<file path="config.mk">
export PLATFORM = sky130hd
export DESIGN_NAME = light_barrier_hysteresis_detector
export DESIGN_NICKNAME = d
export VERILOG_FILES = /design/src/sv/lbhd_pkg.sv /design/src/sv/light_barrier_hysteresis_detector.sv
export SDC_FILE = /design/constraint.sdc
export NUM_CORES = 1
export LEC_CHECK = 0
export BUFFER_PORTS_ARGS = -buffer_cell sky130_fd_sc_hd__buf_2
export CAP_MARGIN = 20
export CORE_AREA = 2 2 123 125
export DETAILED_ROUTE_END_ITERATION = 8
export DIE_AREA = 0 0 125 127
export GPL_TIMING_DRIVEN = 1
export HOLD_SLACK_MARGIN = 0.02
export PLACE_DENSITY = 0.68
export SLEW_MARGIN = 20
export SYNTH_ARGS = -nofsm -noshare
export SYNTH_HDL_FRONTEND = slang
export SYNTH_SLANG_ARGS = --single-unit
</file>
<file path="constraint.sdc">
create_clock -name clk -period 6.4 [get_ports clk]
set_clock_uncertainty 0.1 [all_clocks]
set_input_delay 1.28 -clock clk [delete_from_list [all_inputs] [get_ports clk]]
set_output_delay 1.28 -clock clk [all_outputs]
set_load 0.01 [all_outputs]
</file>
<file path="src/sv/lbhd_pkg.sv">
// ----------------------------------------------------------------------------
// lbhd_pkg
// Types, codes and reset constants shared by the light barrier detector.
// ----------------------------------------------------------------------------
package lbhd_pkg;

  // Width of the sample field and of the thresholds
  localparam int SAMPLE_W    = 12;
  // Significant ADC bits; the sample is masked to this many bits
  localparam int SAMPLE_BITS = 12;
  localparam int COUNT_W     = 8;
  localparam int COOL_W      = 16;
  localparam int CFG_IDX_W   = 3;
  localparam int CFG_DATA_W  = 16;

  localparam logic [SAMPLE_W-1:0] DARK_THRESHOLD_RST  = SAMPLE_W'(300);
  localparam logic [SAMPLE_W-1:0] LIGHT_THRESHOLD_RST = SAMPLE_W'(800);
  localparam logic                DARK_BELOW_RST      = 1'b1;
  localparam logic [COUNT_W-1:0]  STABLE_COUNT_RST    = COUNT_W'(5);
  localparam logic [COOL_W-1:0]   COOLDOWN_LEN_RST    = COOL_W'(800);

  typedef enum logic [2:0] {
    OP_SAMPLE      = 3'd0,
    OP_TICK        = 3'd1,
    OP_MANUAL_ON   = 3'd2,
    OP_MANUAL_OFF  = 3'd3,
    OP_TOGGLE      = 3'd4,
    OP_SENSOR_EN   = 3'd5,
    OP_SENSOR_DIS  = 3'd6,
    OP_REARM       = 3'd7
  } op_t;

  typedef enum logic [CFG_IDX_W-1:0] {
    CFG_DARK_THRESHOLD  = 3'd0,
    CFG_LIGHT_THRESHOLD = 3'd1,
    CFG_DARK_BELOW      = 3'd2,
    CFG_STABLE_COUNT    = 3'd3,
    CFG_COOLDOWN_LEN    = 3'd4
  } cfg_idx_t;

  localparam logic [1:0] EV_NONE  = 2'd0;
  localparam logic [1:0] EV_SET   = 2'd1;
  localparam logic [1:0] EV_CLEAR = 2'd2;

  localparam logic [1:0] CHG_NONE = 2'd0;
  localparam logic [1:0] CHG_ON   = 2'd1;
  localparam logic [1:0] CHG_OFF  = 2'd2;

  typedef struct packed {
    op_t                 op;
    logic [SAMPLE_W-1:0] sample;
    logic                sample_ok;
  } in_item_t;

  typedef struct packed {
    logic       active;
    logic       manual_flag;
    logic       sensor_flag;
    logic [1:0] sensor_event;
    logic [1:0] active_change;
    logic       by_manual;
  } out_item_t;

endpackage

</file>
<file path="src/sv/light_barrier_hysteresis_detector.sv">
// ----------------------------------------------------------------------------
// light_barrier_hysteresis_detector
// Debounced hysteresis detector turning light sensor samples and control
// operations into a latched shadow flag and a combined active state.
// ----------------------------------------------------------------------------
// Usage:
//   in_*  : one operation per transfer (sample, tick, manual on/off, toggle,
//           sensor enable/disable, rearm) with the ADC sample and its ok bit.
//   out_* : exactly one result per input transfer, in order: active, manual
//           and sensor flags, sensor event and change of the active state.
//   cfg_* : register writes (thresholds, polarity, stable count, cooldown),
//           only while the block is idle.
// The state update and the result are computed in the cycle of the input
// transfer and the result sits in the output register on the next cycle.
// Throughput is one item per clock while the receiver takes each result, set
// by the single result register. in_ready is high only while that register is
// empty or its pending result is taken in the same cycle.
// Reset (synchronous) restores the register defaults, clears manual and
// sensor flags, enables the sensor and loads the cooldown with 800 ticks.
// ----------------------------------------------------------------------------
module light_barrier_hysteresis_detector
  import lbhd_pkg::*;
(
  input  logic                  clk,
  input  logic                  rst,
  input  logic                  in_valid,
  output logic                  in_ready,
  input  in_item_t              in_data,
  output logic                  out_valid,
  input  logic                  out_ready,
  output out_item_t             out_data,
  input  logic                  cfg_we,
  input  logic [CFG_IDX_W-1:0]  cfg_index,
  input  logic [CFG_DATA_W-1:0] cfg_data
);

  localparam logic [SAMPLE_W-1:0] SAMPLE_MASK = SAMPLE_W'((33'd1 << SAMPLE_BITS) - 33'd1);

  // configuration
  logic [SAMPLE_W-1:0] dark_threshold;
  logic [SAMPLE_W-1:0] light_threshold;
  logic                dark_below;
  logic [COUNT_W-1:0]  stable_count;
  logic [COOL_W-1:0]   cooldown_len;

  // detector state
  logic               active_reg,    active_next;
  logic               manual_reg,    manual_next;
  logic               sensor_reg,    sensor_next;
  logic               enabled_reg,   enabled_next;
  logic [COUNT_W-1:0] dark_run,      dark_run_next;
  logic [COUNT_W-1:0] light_run,     light_run_next;
  logic [COOL_W-1:0]  cooldown_left, cooldown_left_next;

  out_item_t result_next;
  logic      in_xfer;

  assign in_ready = !out_valid || out_ready;
  assign in_xfer  = in_valid && in_ready;

  always_ff @(posedge clk) begin
    if (rst) begin
      dark_threshold  <= DARK_THRESHOLD_RST;
      light_threshold <= LIGHT_THRESHOLD_RST;
      dark_below      <= DARK_BELOW_RST;
      stable_count    <= STABLE_COUNT_RST;
      cooldown_len    <= COOLDOWN_LEN_RST;
    end else if (cfg_we) begin
      unique case (cfg_index)
        CFG_DARK_THRESHOLD:  dark_threshold  <= cfg_data[SAMPLE_W-1:0];
        CFG_LIGHT_THRESHOLD: light_threshold <= cfg_data[SAMPLE_W-1:0];
        CFG_DARK_BELOW:      dark_below      <= cfg_data[0];
        CFG_STABLE_COUNT:    stable_count    <= cfg_data[COUNT_W-1:0];
        CFG_COOLDOWN_LEN:    cooldown_len    <= cfg_data[COOL_W-1:0];
        default: ;
      endcase
    end
  end

  always_comb begin
    logic [SAMPLE_W-1:0] s;
    logic                dark;
    logic                light;
    logic [COUNT_W-1:0]  run;
    logic                restart;
    logic                reload;
    logic [1:0]          event_code;
    logic                wanted;

    s          = in_data.sample & SAMPLE_MASK;
    dark       = dark_below ? (s < dark_threshold) : (s > dark_threshold);
    light      = dark_below ? (s > light_threshold) : (s < light_threshold);
    run        = '0;
    restart    = 1'b0;
    reload     = 1'b0;
    event_code = EV_NONE;

    manual_next        = manual_reg;
    sensor_next        = sensor_reg;
    enabled_next       = enabled_reg;
    dark_run_next      = dark_run;
    light_run_next     = light_run;
    cooldown_left_next = cooldown_left;

    unique case (in_data.op)
      OP_SAMPLE: begin
        if (enabled_reg && in_data.sample_ok) begin
          if (!sensor_reg) begin
            // saturating run of dark samples
            if (dark) run = (dark_run < stable_count) ? dark_run + 1'b1 : stable_count;
            dark_run_next = run;
            if (run >= stable_count && cooldown_left == '0) begin
              restart     = 1'b1;
              reload      = 1'b1;
              event_code  = EV_SET;
            end
          end else begin
            if (light) run = (light_run < stable_count) ? light_run + 1'b1 : stable_count;
            light_run_next = run;
            if (run >= stable_count) begin
              restart    = 1'b1;
              reload     = 1'b1;
              event_code = EV_CLEAR;
            end
          end
        end
      end
      OP_TICK: begin
        if (cooldown_left != '0) cooldown_left_next = cooldown_left - 1'b1;
      end
      OP_MANUAL_ON: manual_next = 1'b1;
      OP_MANUAL_OFF: begin
        manual_next = 1'b0;
        restart     = 1'b1;
        reload      = 1'b1;
      end
      OP_TOGGLE: begin
        if (!active_reg) begin
          manual_next = 1'b1;
        end else begin
          manual_next = 1'b0;
          restart     = 1'b1;
          reload      = 1'b1;
        end
      end
      OP_SENSOR_EN: enabled_next = 1'b1;
      OP_SENSOR_DIS: begin
        enabled_next = 1'b0;
        restart      = 1'b1;
      end
      OP_REARM: begin
        restart = 1'b1;
        reload  = 1'b1;
      end
      default: ;
    endcase

    if (restart) begin
      dark_run_next  = '0;
      light_run_next = '0;
      sensor_next    = (event_code == EV_SET);
    end
    if (reload) cooldown_left_next = cooldown_len;

    wanted      = manual_next | sensor_next;
    active_next = wanted;

    result_next.active       = wanted;
    result_next.manual_flag  = manual_next;
    result_next.sensor_flag  = sensor_next;
    result_next.sensor_event = event_code;
    result_next.by_manual    = 1'b0;
    if (wanted == active_reg) begin
      result_next.active_change = CHG_NONE;
    end else if (wanted) begin
      result_next.active_change = CHG_ON;
      result_next.by_manual     = manual_next;
    end else begin
      result_next.active_change = CHG_OFF;
    end
  end

  always_ff @(posedge clk) begin
    if (rst) begin
      active_reg    <= 1'b0;
      manual_reg    <= 1'b0;
      sensor_reg    <= 1'b0;
      enabled_reg   <= 1'b1;
      dark_run      <= '0;
      light_run     <= '0;
      cooldown_left <= COOLDOWN_LEN_RST;
    end else if (in_xfer) begin
      active_reg    <= active_next;
      manual_reg    <= manual_next;
      sensor_reg    <= sensor_next;
      enabled_reg   <= enabled_next;
      dark_run      <= dark_run_next;
      light_run     <= light_run_next;
      cooldown_left <= cooldown_left_next;
    end
  end

  always_ff @(posedge clk) begin
    if (rst) begin
      out_valid <= 1'b0;
    end else if (in_xfer) begin
      out_valid <= 1'b1;
    end else if (out_ready) begin
      out_valid <= 1'b0;
    end
  end

  always_ff @(posedge clk) begin
    if (in_xfer) out_data <= result_next;
  end

endmodule

</file>
Word-level counts from Yosys, hierarchy flattened:

Cells that the tools add are included.

* bits in read-only memories: 0
* RAM bits: 0
* input bits: 40
* register bits after elaboration: 94
* bits in latches: 0
* output and inout bits: 10
* memories kept: 0
* word-level logic and storage cells: 116

* $mul: 0
* equality and inequality tests: 14
* $add $sub $neg: 3
* div/mod/pow operators: 0
* mux-type cells: 42
* magnitude comparators: 8
* shifts and indexed selects: 0
* bitwise gates (word level): 2
* reduce and logical (&&, ||, !) cells: 28

Operators with widths (number)
* $mux W8: 18
* $mux W16: 3
* $gt A12 B12 Y1: 2
* $lt A12 B12 Y1: 2
* $add A8 B1 Y8 const B: 2
* $ge A8 B8 Y1: 2
* $logic_not A16 Y1: 1
* $lt A8 B8 Y1: 2
* $reduce_bool A16 Y1: 1
* $sub A16 B1 Y16 const B: 1
* $eq A3 B3 Y1 const B: 5
* $reduce_bool A2 Y1: 7
* $eq A3 B2 Y1 const B: 4
* $mux W1: 12
* $reduce_and A2 Y1: 6
* $mux W2: 5
* $pmux W1 S3: 3
* $reduce_and A4 Y1: 2
* $eq A3 B1 Y1 const B: 2
* $logic_not A3 Y1: 2
* $reduce_or A2 Y1: 2
* $logic_and A1 B1 Y1: 3
* $reduce_and A3 Y1: 1
* $reduce_or A3 Y1: 1
* 8 further kinds: 8

Depth between registers and ports, before layout:

Gate-level depths: netlist (run 1).

* depth in word-level cells: 17
* mapped depth: 21
* mapped depth without buffers: 18

Worst setup path before layout (run 1):

Ideal clock, no wire load.

* path type: input to register
* start: input port in_data[8] (netlist name)
* end: register out_data[2] (netlist name), data pin
* path buffers: 0
* stages: 15
* data required time: 6047 ps
* arrival time: 4790 ps
* setup slack: 1257 ps
* library setup time: 253 ps
* cells stage by stage: ha_1 > and3_1 > or3b_2 > o221ai_1 > mux2i_1 > or2_2 > ha_1 > nand2b_1 > a2111oi_0 > o21a_1 > nor2_1 > a31o_2 > or2_2 > ha_1 > nor2_1

RTL lines
* start, declared: line light_barrier_hysteresis_detector.sv:28 `input in_item_t in_data,`
* end signal, assigned: line light_barrier_hysteresis_detector.sv:214 `if (in_xfer) out_data <= result_next;`
* end, declared: line light_barrier_hysteresis_detector.sv:31 `output out_item_t out_data,`

Worst setup path after layout (run 1):

* start: input port in_data[8] (netlist name)
* end: register light_run[4]

* word-level cells in the longest chain between the ends: 14
* elaborated cells between the ends (all ways): 30
* classes of those cells: order compare (6); mux (19); reduce/logical (5)

Ends and longest elaborated chain
* $gt A12 B12 Y1 or $lt A12 B12 Y1 (tied branches): line light_barrier_hysteresis_detector.sv:91 `dark = dark_below ? (s < dark_threshold) : (s > dark_threshold);`
* $mux W1: line light_barrier_hysteresis_detector.sv:91
* $mux W8: line light_barrier_hysteresis_detector.sv:110 `if (dark) run = (dark_run < stable_count) ? dark_run + 1'b1 : stable_count;`
* $mux W8: line light_barrier_hysteresis_detector.sv:108 `if (!sensor_reg) begin`
* $mux W8: line light_barrier_hysteresis_detector.sv:107 `if (enabled_reg && in_data.sample_ok) begin`
* $mux W8: line light_barrier_hysteresis_detector.sv:105 `unique case (in_data.op)`
* $ge A8 B8 Y1: line light_barrier_hysteresis_detector.sv:112 `if (run >= stable_count && cooldown_left == '0) begin`
* $logic_and A1 B1 Y1: line light_barrier_hysteresis_detector.sv:112
* $mux W1: line light_barrier_hysteresis_detector.sv:112
* $mux W1: line light_barrier_hysteresis_detector.sv:108
* $mux W1: line light_barrier_hysteresis_detector.sv:107
* $pmux W1 S3: line light_barrier_hysteresis_detector.sv:105
* $reduce_bool A2 Y1 (no source line)
* $reduce_and A4 Y1 (no source line)
* end signal, assigned: line light_barrier_hysteresis_detector.sv:198 `light_run <= light_run_next;`
* end, declared: line light_barrier_hysteresis_detector.sv:52 `logic [COUNT_W-1:0] light_run, light_run_next;`

Parallel ways exist; a longest one is shown, timed or not. The select of a mux whose other input is x is not followed.
A chain may end at the register's enable or synchronous reset.

==> flow_metrics.py, run 1 <==
metrics = {
    "run_status": {
        "run_status": "completed",
    },
    "global_routing": {
        "overflow": 0,
        "grt_pass1_wl_um": 22700,
        "grt_use_total_pct": 17.3,
        "grt_max_degree": 68,
        "grt_pass1_vias": 4551,
        "antenna_found_initial": 0,
    },
    "final_layout": {
        "final_cells": 918,
        "area_growth_pct": 11.7,
        "post-route-cell-area_um2": 6340,
        "final_layout_size_suffix_gt1_share_pct": 11.7,
        "nNetsFinal": 827,
        "antenna_cells": 0,
        "top_regs": "cooldown_left (16), cooldown_len (16)",
    },
    "cts": {
        "clockBufferDepth": 2,
        "cts_made_buffers": 9,
        "insertion_delay_ns": 0.34,
        "cts_setup_buffers": 0,
        "post_cts_resized": 0,
        "cts.hold.buffers_added": 0,
        "root_buffer": "clkbuf_16",
        "cts_sinks": 94,
        "path_clk_slew_ns": 0.07,
        "htree_levels": 3,
        "cts_tree": "done",
    },
    "setup_path": {
        "crit_buf_inv": 2,
        "crit_family": "simple AND/OR/NAND/NOR gates",
        "criticalPathCategory": "in2reg",
        "slowest_stage": "or3b_2",
        "crit_chain": "buf_2 > ha_1 > and3_1 > or3b_2 > o221ai_1 > mux2i_1 > buf_4 > or2_2 > ha_1 > nand2b_1 > a2111oi_0 > o21a_1 > o21ba_1 > nor4b_1 > nand4b_1 > o2bb2ai_1",
        "cp_common_cell": "ha_1",
        "worst_setup_path_end_kind": "register",
        "crit_path_max_incr_delay_ns": 0.47,
        "r2r_cells": 17,
        "worstPathArrival_ns": 5.69,
        "cp-start-kind": "input port",
        "cp.required_ns": 6.57,
        "worst-path-stages": 16,
        "path_max_fanout": 11,
    },
    "placed_design": {
        "placed_area_um2": 6040,
        "port_buffers": 49,
        "place.gp.congestion": 0.867,
        "dp.cells": 902,
        "dp_hpwl_um": 10100,
    },
    "synthesis": {
        "synth_largest_area_cell": "dfxtp_1",
        "synth_top_area_share_pct": 30.3,
        "synthesis.nets": 792,
        "seq_area_frac_synth_pct": 34.6,
        "yosysUniqueCellTypes": 66,
        "yosysMostFrequentCell": "nand2_1",
        "synth_area_leaders": "dfxtp_1, ha_1, nand2_1",
        "yosys_warnings": 0,
        "synth_seq_cells": 94,
        "postSynthAreaPerCell_um2": 8.18,
        "synth_flop_cell": "dfxtp_1",
        "syn-cell-area_um2": 5680,
        "yosys-top-cells-count": "nand2_1, dfxtp_1, a21oi_1, ha_1, nor2_1",
        "synth_edf_count": 8,
        "async_flop_share_pct": 0,
        "synthCells": 694,
    },
    "routing": {
        "dr_total_vias": 4996,
        "wl_per_cell_um": 14.9,
        "wirelength_um": 13700,
        "via_per_inst": 5.44,
        "drtAntennaViolNets": 0,
        "first_pass_iters": 5,
        "drtIter0Drc": 275,
        "drc": 0,
    },
    "min_path": {
        "hold_class": "reg2reg",
        "hold_depth": 2,
    },
    "power_and_ir_drop": {
        "p_total_w": 0.00133,
        "p_leak_nw": 2.65,
        "p_per_area_nw_per_um2": 210,
        "peakVddDrop_uv": 104,
    },
    "sta": {
        "finalMaxSlewViolations": 0,
        "rsz0062_at_grt": "false",
        "hold_viol": 0,
        "worst_pin_slew_ns": 1.07,
        "max-slew-margin-rel_pct": 28.7,
        "min_period_ns": 5.52,
        "hold-worst-slack_ns": 0.355,
        "fin_crit_sh_pct": 86.2,
        "finalSetupViolations": 0,
        "max_freq_mhz": 181,
        "setup_tns_ns": 0,
    },
    "floorplanning": {
        "fp.dieW_um": 125,
        "dieHeight_um": 127,
        "ioPinCount": 50,
        "core_um2": 14400,
        "num_rows": 44,
        "die-area_um2": 15900,
        "start_util_pct": 39.3,
    },
    "job": {
        "maxCapViolCount": 0,
    },
}
-- logic make-up after synthesis --
family / Yosys count / share of synthesized area [%]
and+or+nand+nor: 260 / 21.3
DFF: 94 / 34.6
xor gates and xnor gates: 12 / 1.85
muxes: 22 / 3.99
AOI/OAI and AO/OA: 165 / 19.5
buffers and inverters: 83 / 6.02
adders and majority gates: 58 / 12.8
-- cell usage in the layout, fill, tap and decap left out, types with 17 or more instances in the layout --
cell,instances
o21ai_0,17
inv_1,53
mux2i_1,20
nand2_1,116
nor2_1,54
dfxtp_1,86
buf_2,49
nand3_1,31
a21oi_1,64
ha_1,58
-- report_power, final --
part	internal [W]	total, W	leakage (nW)	switching (W)
sequential	0.000611	0.000623	0.777	0.0000119
clock	0.000304	0.000540	0.142	0.000236
combinational	0.0000656	0.000167	1.73	0.000102
-- final cells by class --
cell class / instances / area, um^2
fill: 1483 / 8090
multi-input combinational: 517 / 3370
sequential: 94 / 1960
timing repair buffer: 53 / 275
tap: 184 / 230
clock buffer: 9 / 225
inverter: 54 / 203
clock inverter: 7 / 71.3
-- metal layers --
metal  wire length [um]  track usage (%)  vias up
li1                   -                -     2515
met1               6520             23.4     2359
met2               6450             29.0      106
met3                488             1.93       16
met4                238             6.08        0
met5                  0                0        -
-- worst register-to-register path, delay by kind of cell (launching register included) --
kind            cells  cell delay [ns]
compound gates      6             1.61
fa+ha+maj           2             0.61
buf+inv             2             0.31
flops               1             0.43
mux                 1             0.24
simple gates        6             1.76
-- worst paths after layout --
check	start	endpoint	slack [ns]
worst min register to register	dark_threshold[1]	dark_threshold[1]	0.36
worst min-delay path	dark_threshold[1]	dark_threshold[1]	0.36
worst max register to register	stable_count[5]	light_run[4]	1.26
worst max-delay path	in_data[8]	light_run[4]	0.88
-- stage by stage --
step,setup WS [ns],utilization (%)
4_1_cts,0.917,43.9
5_1_grt,0.572,43.9
3_5_place_dp,0.612,41.9
2_1_floorplan,1.26,-
6_report,0.884,43.9
3_3_place_gp,0.712,41.9
Note: power is estimated with default switching activity, not from simulation.
==> run 2, diff against run 1 <==
Settings changed: BUFFER_PORTS_ARGS -buffer_cell sky130_fd_sc_hd__buf_2 to -buffer_cell sky130_fd_sc_hd__buf_4.
==> flow_metrics.py, run 2 (synthesized netlist as in run 1, its figures left out) <==
metrics = {
    "setup_path": {
        "cp.required_ns": 6.57,
        "worst_setup_path_end_kind": "register",
        "criticalPathCategory": "in2reg",
        "path_max_fanout": 11,
        "cp-start-kind": "input port",
        "worstPathArrival_ns": 5.68,
    },
    "min_path": {
        "hold_class": "reg2reg",
    },
    "routing": {
        "drtIter0Drc": 270,
        "first_pass_iters": 7,
        "drc": 0,
        "via_per_inst": 5.39,
        "wirelength_um": 13900,
        "drtAntennaViolNets": 0,
        "wl_per_cell_um": 15.1,
        "dr_total_vias": 4951,
    },
    "power_and_ir_drop": {
        "peakVddDrop_uv": 156,
        "p_per_area_nw_per_um2": 217,
        "p_leak_nw": 2.72,
        "p_total_w": 0.00142,
    },
    "floorplanning": {
        "ioPinCount": 50,
        "die-area_um2": 15900,
        "start_util_pct": 39.3,
        "fp.dieW_um": 125,
        "dieHeight_um": 127,
        "num_rows": 44,
        "core_um2": 14400,
    },
    "job": {
        "maxCapViolCount": 0,
    },
    "placed_design": {
        "port_buffers": 49,
        "place.gp.congestion": 0.864,
        "dp_hpwl_um": 9990,
        "dp.cells": 902,
        "preCtsSetupSlack_ns": 0.606,
    },
    "final_layout": {
        "multiInputGateArea_um2": 3370,
        "final_cell_mix": "nand2_1, dfxtp_1, a21oi_1",
        "final_layout_size_suffix_gt1_share_pct": 12.1,
        "seq_area_um2": 1960,
        "nFillCells": 1462,
        "final_cells": 918,
        "top_regs": "cooldown_left (16), cooldown_len (16)",
        "area_growth_pct": 14.8,
        "nNetsFinal": 827,
        "final_common_cell": "nand2_1",
        "antenna_cells": 0,
    },
    "cts": {
        "post_cts_resized": 0,
        "cts_made_buffers": 9,
        "htree_levels": 3,
        "insertion_delay_ns": 0.35,
        "cts_tree": "done",
        "path_clk_slew_ns": 0.07,
        "clockBufferDepth": 2,
        "cts.hold.buffers_added": 0,
        "cts_sinks": 94,
        "cts_setup_buffers": 0,
        "root_buffer": "clkbuf_16",
    },
    "sta": {
        "max_freq_mhz": 182,
        "fin_crit_sh_pct": 86.1,
        "layout_setup_ws_ns": 0.891,
        "setup_tns_ns": 0,
        "finalMaxSlewViolations": 0,
        "finalSetupViolations": 0,
        "max-slew-margin-rel_pct": 32.0,
        "min_period_ns": 5.51,
        "rsz0062_at_grt": "false",
        "hold_viol": 0,
        "worst_pin_slew_ns": 1.02,
    },
    "run_status": {
        "run_status": "completed",
    },
    "global_routing": {
        "antenna_found_initial": 0,
        "grt_pass1_vias": 4720,
        "overflow": 0,
        "grt_use_total_pct": 17.7,
        "grt_max_degree": 68,
        "grt_pass1_wl_um": 23300,
    },
}
run 2: critical path: stages:
cell and delay [ns]:
buf_4 0.12, ha_1 0.30, a21o_1 0.16, a21o_1 0.16
a21oi_1 0.26, o211ai_1 0.14, mux2_2 0.38, or2_2 0.32
ha_1 0.27, nor2_1 0.08, a21oi_1 0.07, o41ai_1 0.30
and2_1 0.42, inv_1 0.17, nor4b_1 0.56, nand4b_1 0.42
o2bb2ai_1 0.25
run 2: layout make-up:
cell class              instances  share of cell area (%)
inverters                      54                    3.11
multi-input cells             517                    51.8
clock inverters                 5                    1.32
clock buffers                  11                    4.05
repair buffers                 53                    6.10
well taps                     184                    3.53
flip-flops and latches         94                    30.1
run 2: metal layers:
metal  vias to the layer above  wire length [um]  global-route usage, %
li1                       2518                 -                      -
met1                      2311              6650                   23.8
met5                         -                 0                      0
met3                        17               480                   2.55
met4                         0               185                   5.03
met2                       105              6570                   29.9
run 2: path summary, 6_finish.rpt:
check,cells past startpoint,startpoint,slack [ns],to
setup / recovery,17,in_data[10],0.89,light_run[4]
hold / removal,2,cooldown_len[3],0.36,cooldown_len[3]
setup reg to reg,17,stable_count[5],1.06,light_run[4]
hold reg to reg,2,cooldown_len[3],0.36,cooldown_len[3]
run 2: power breakdown:
group | leakage, nW | switching (W) | internal (W)
logic | 1.77 | 0.000102 | 0.0000750
registers | 0.777 | 0.0000117 | 0.000611
clock network | 0.171 | 0.000238 | 0.000380
total | 2.72 | 0.000351 | 0.00107
run 2: through the flow:
step | cell area [um^2] | hold WS [ns] | util, %
finish | 6520 | 0.357 | 45.2
CTS | 6520 | 0.358 | 45.2
global placement | 6160 | 0.343 | 42.7
global route | 6520 | 0.373 | 45.2
detailed placement | 6160 | 0.348 | 42.7
floorplan | 5680 | 0.332 | -
==> run 3, diff against run 2 <==
Settings changed: CORE_AREA 2 2 123 125 to 2 2 141 143, DIE_AREA 0 0 125 127 to 0 0 143 145, PLACE_DENSITY 0.68 to 0.57.
==> flow_metrics.py, run 3 (synthesized netlist as in run 1, its figures left out) <==
metrics = {
    "run_status": {
        "run_status": "completed",
    },
    "cts": {
        "cts_setup_buffers": 0,
        "cts_sinks": 94,
        "htree_levels": 3,
        "path_clk_slew_ns": 0.07,
        "cts_tree": "done",
        "cts_made_buffers": 9,
        "insertion_delay_ns": 0.35,
        "root_buffer": "clkbuf_16",
        "post_cts_resized": 0,
        "cts.hold.buffers_added": 0,
        "clockBufferDepth": 2,
    },
    "floorplanning": {
        "fp.dieW_um": 143,
        "ioPinCount": 50,
        "start_util_pct": 29.5,
        "die-area_um2": 20700,
        "num_rows": 51,
        "core_um2": 19200,
        "dieHeight_um": 145,
    },
    "sta": {
        "hold_viol": 0,
        "fin_crit_sh_pct": 84.4,
        "finalMaxSlewViolations": 0,
        "min_period_ns": 5.40,
        "worst_pin_slew_ns": 0.959,
        "max-slew-margin-rel_pct": 35.9,
        "rsz0062_at_grt": "false",
        "max_freq_mhz": 185,
        "setup_tns_ns": 0,
        "finalSetupViolations": 0,
    },
    "final_layout": {
        "post-route-cell-area_um2": 6610,
        "final_cell_mix": "nand2_1, dfxtp_1, a21oi_1",
        "area_growth_pct": 16.5,
        "nFillCells": 2081,
        "multiInputGateArea_um2": 3370,
        "final_layout_size_suffix_gt1_share_pct": 12.0,
        "final_common_cell": "nand2_1",
        "seq_area_um2": 1960,
        "antenna_cells": 0,
        "nNetsFinal": 828,
        "top_regs": "cooldown_left (16), cooldown_len (16)",
    },
    "power_and_ir_drop": {
        "p_leak_nw": 2.72,
        "p_per_area_nw_per_um2": 215,
        "peakVddDrop_uv": 134,
    },
    "routing": {
        "wirelength_um": 14400,
        "via_per_inst": 4.89,
        "drtIter0Drc": 237,
        "drc": 0,
        "wl_per_cell_um": 14.4,
        "drtAntennaViolNets": 0,
        "dr_total_vias": 4894,
        "first_pass_iters": 4,
    },
    "setup_path": {
        "criticalPathCategory": "in2reg",
        "cp-start-kind": "input port",
        "path_max_fanout": 11,
        "r2r_cells": 17,
        "worstPathArrival_ns": 5.58,
        "r2r-end": "light_run[2]",
        "worst_setup_path_end_kind": "register",
        "cp.required_ns": 6.58,
        "r2r_slack_ns": 1.13,
        "worstReg2RegStart": "stable_count[4]",
    },
    "min_path": {
        "hp-start": "cooldown_len[13]",
        "hold_class": "reg2reg",
        "hold_end": "cooldown_len[13]",
        "hold_depth": 2,
    },
    "global_routing": {
        "grt_use_total_pct": 14.3,
        "overflow": 0,
        "grt_pass1_wl_um": 23800,
        "grt_max_degree": 68,
        "grt_pass1_vias": 4715,
        "antenna_found_initial": 0,
    },
    "placed_design": {
        "dp_hpwl_um": 10600,
        "placed_area_um2": 6270,
        "port_buffers": 49,
        "place.gp.congestion": 0.848,
    },
    "job": {
        "maxCapViolCount": 0,
    },
}
run 3: worst max path at each step:
stage | startpoint | end | slack (ns) | depth (start not counted)
2_1_floorplan | in_data[8] | out_data[2] | 1.26 | 15
3_3_place_gp | in_data[4] | light_run[7] | 0.74 | 17
3_5_place_dp | in_data[4] | light_run[6] | 0.68 | 17
4_1_cts | in_data[4] | light_run[6] | 1.03 | 17
5_1_grt | in_data[4] | light_run[1] | 0.72 | 17
6_report | in_data[4] | light_run[2] | 1.0 | 17
run 3: power by group:
group	total [W]	internal, W	leakage, nW	switching [W]
logic	0.000177	0.0000750	1.78	0.000101
clock network	0.000620	0.000382	0.167	0.000238
registers	0.000623	0.000611	0.777	0.0000124
run 3: through the flow:
step	power [W]	utilization (%)	hold slack [ns]	worst slack [ns]	std cells
after floorplan	0.000749	-	0.332	1.26	694
after global placement	0.000814	32.7	0.342	0.742	984
after detailed placement	0.000814	32.7	0.348	0.680	984
after CTS	0.00144	34.4	0.357	1.03	1000
after global routing	0.00148	34.4	0.367	0.717	1000
final	0.00142	34.4	0.354	0.997	1000
run 3: area by class of cell:
class	instances	area share [%]
repair buffers	54	6.13
clock inverters	6	1.65
clock buffers	10	3.46
flip-flops and latches	94	29.7
well taps	265	5.02
multi-input cells	517	51.0
inverters	54	3.07
run 3: per-layer routing:
layer	up-vias	share of wire [%]	global-route usage (%)
met2	66	47	23.3
met5	-	0	0
met4	0	1.2	4.90
met1	2298	48	18.9
met3	13	3.8	2.67
li1	2517	-	-
run 3: worst max-delay path, cell delays in order:
cell	delay, ns
buf_4	0.12
ha_1	0.29
nand2_1	0.08
o21bai_1	0.16
a211o_1	0.26
o211ai_1	0.11
mux2_2	0.46
or2_2	0.32
ha_1	0.27
nor2_1	0.08
a21oi_1	0.07
o41ai_1	0.29
and2_1	0.41
inv_1	0.15
nor4b_1	0.55
nand4b_1	0.44
o2bb2ai_1	0.24
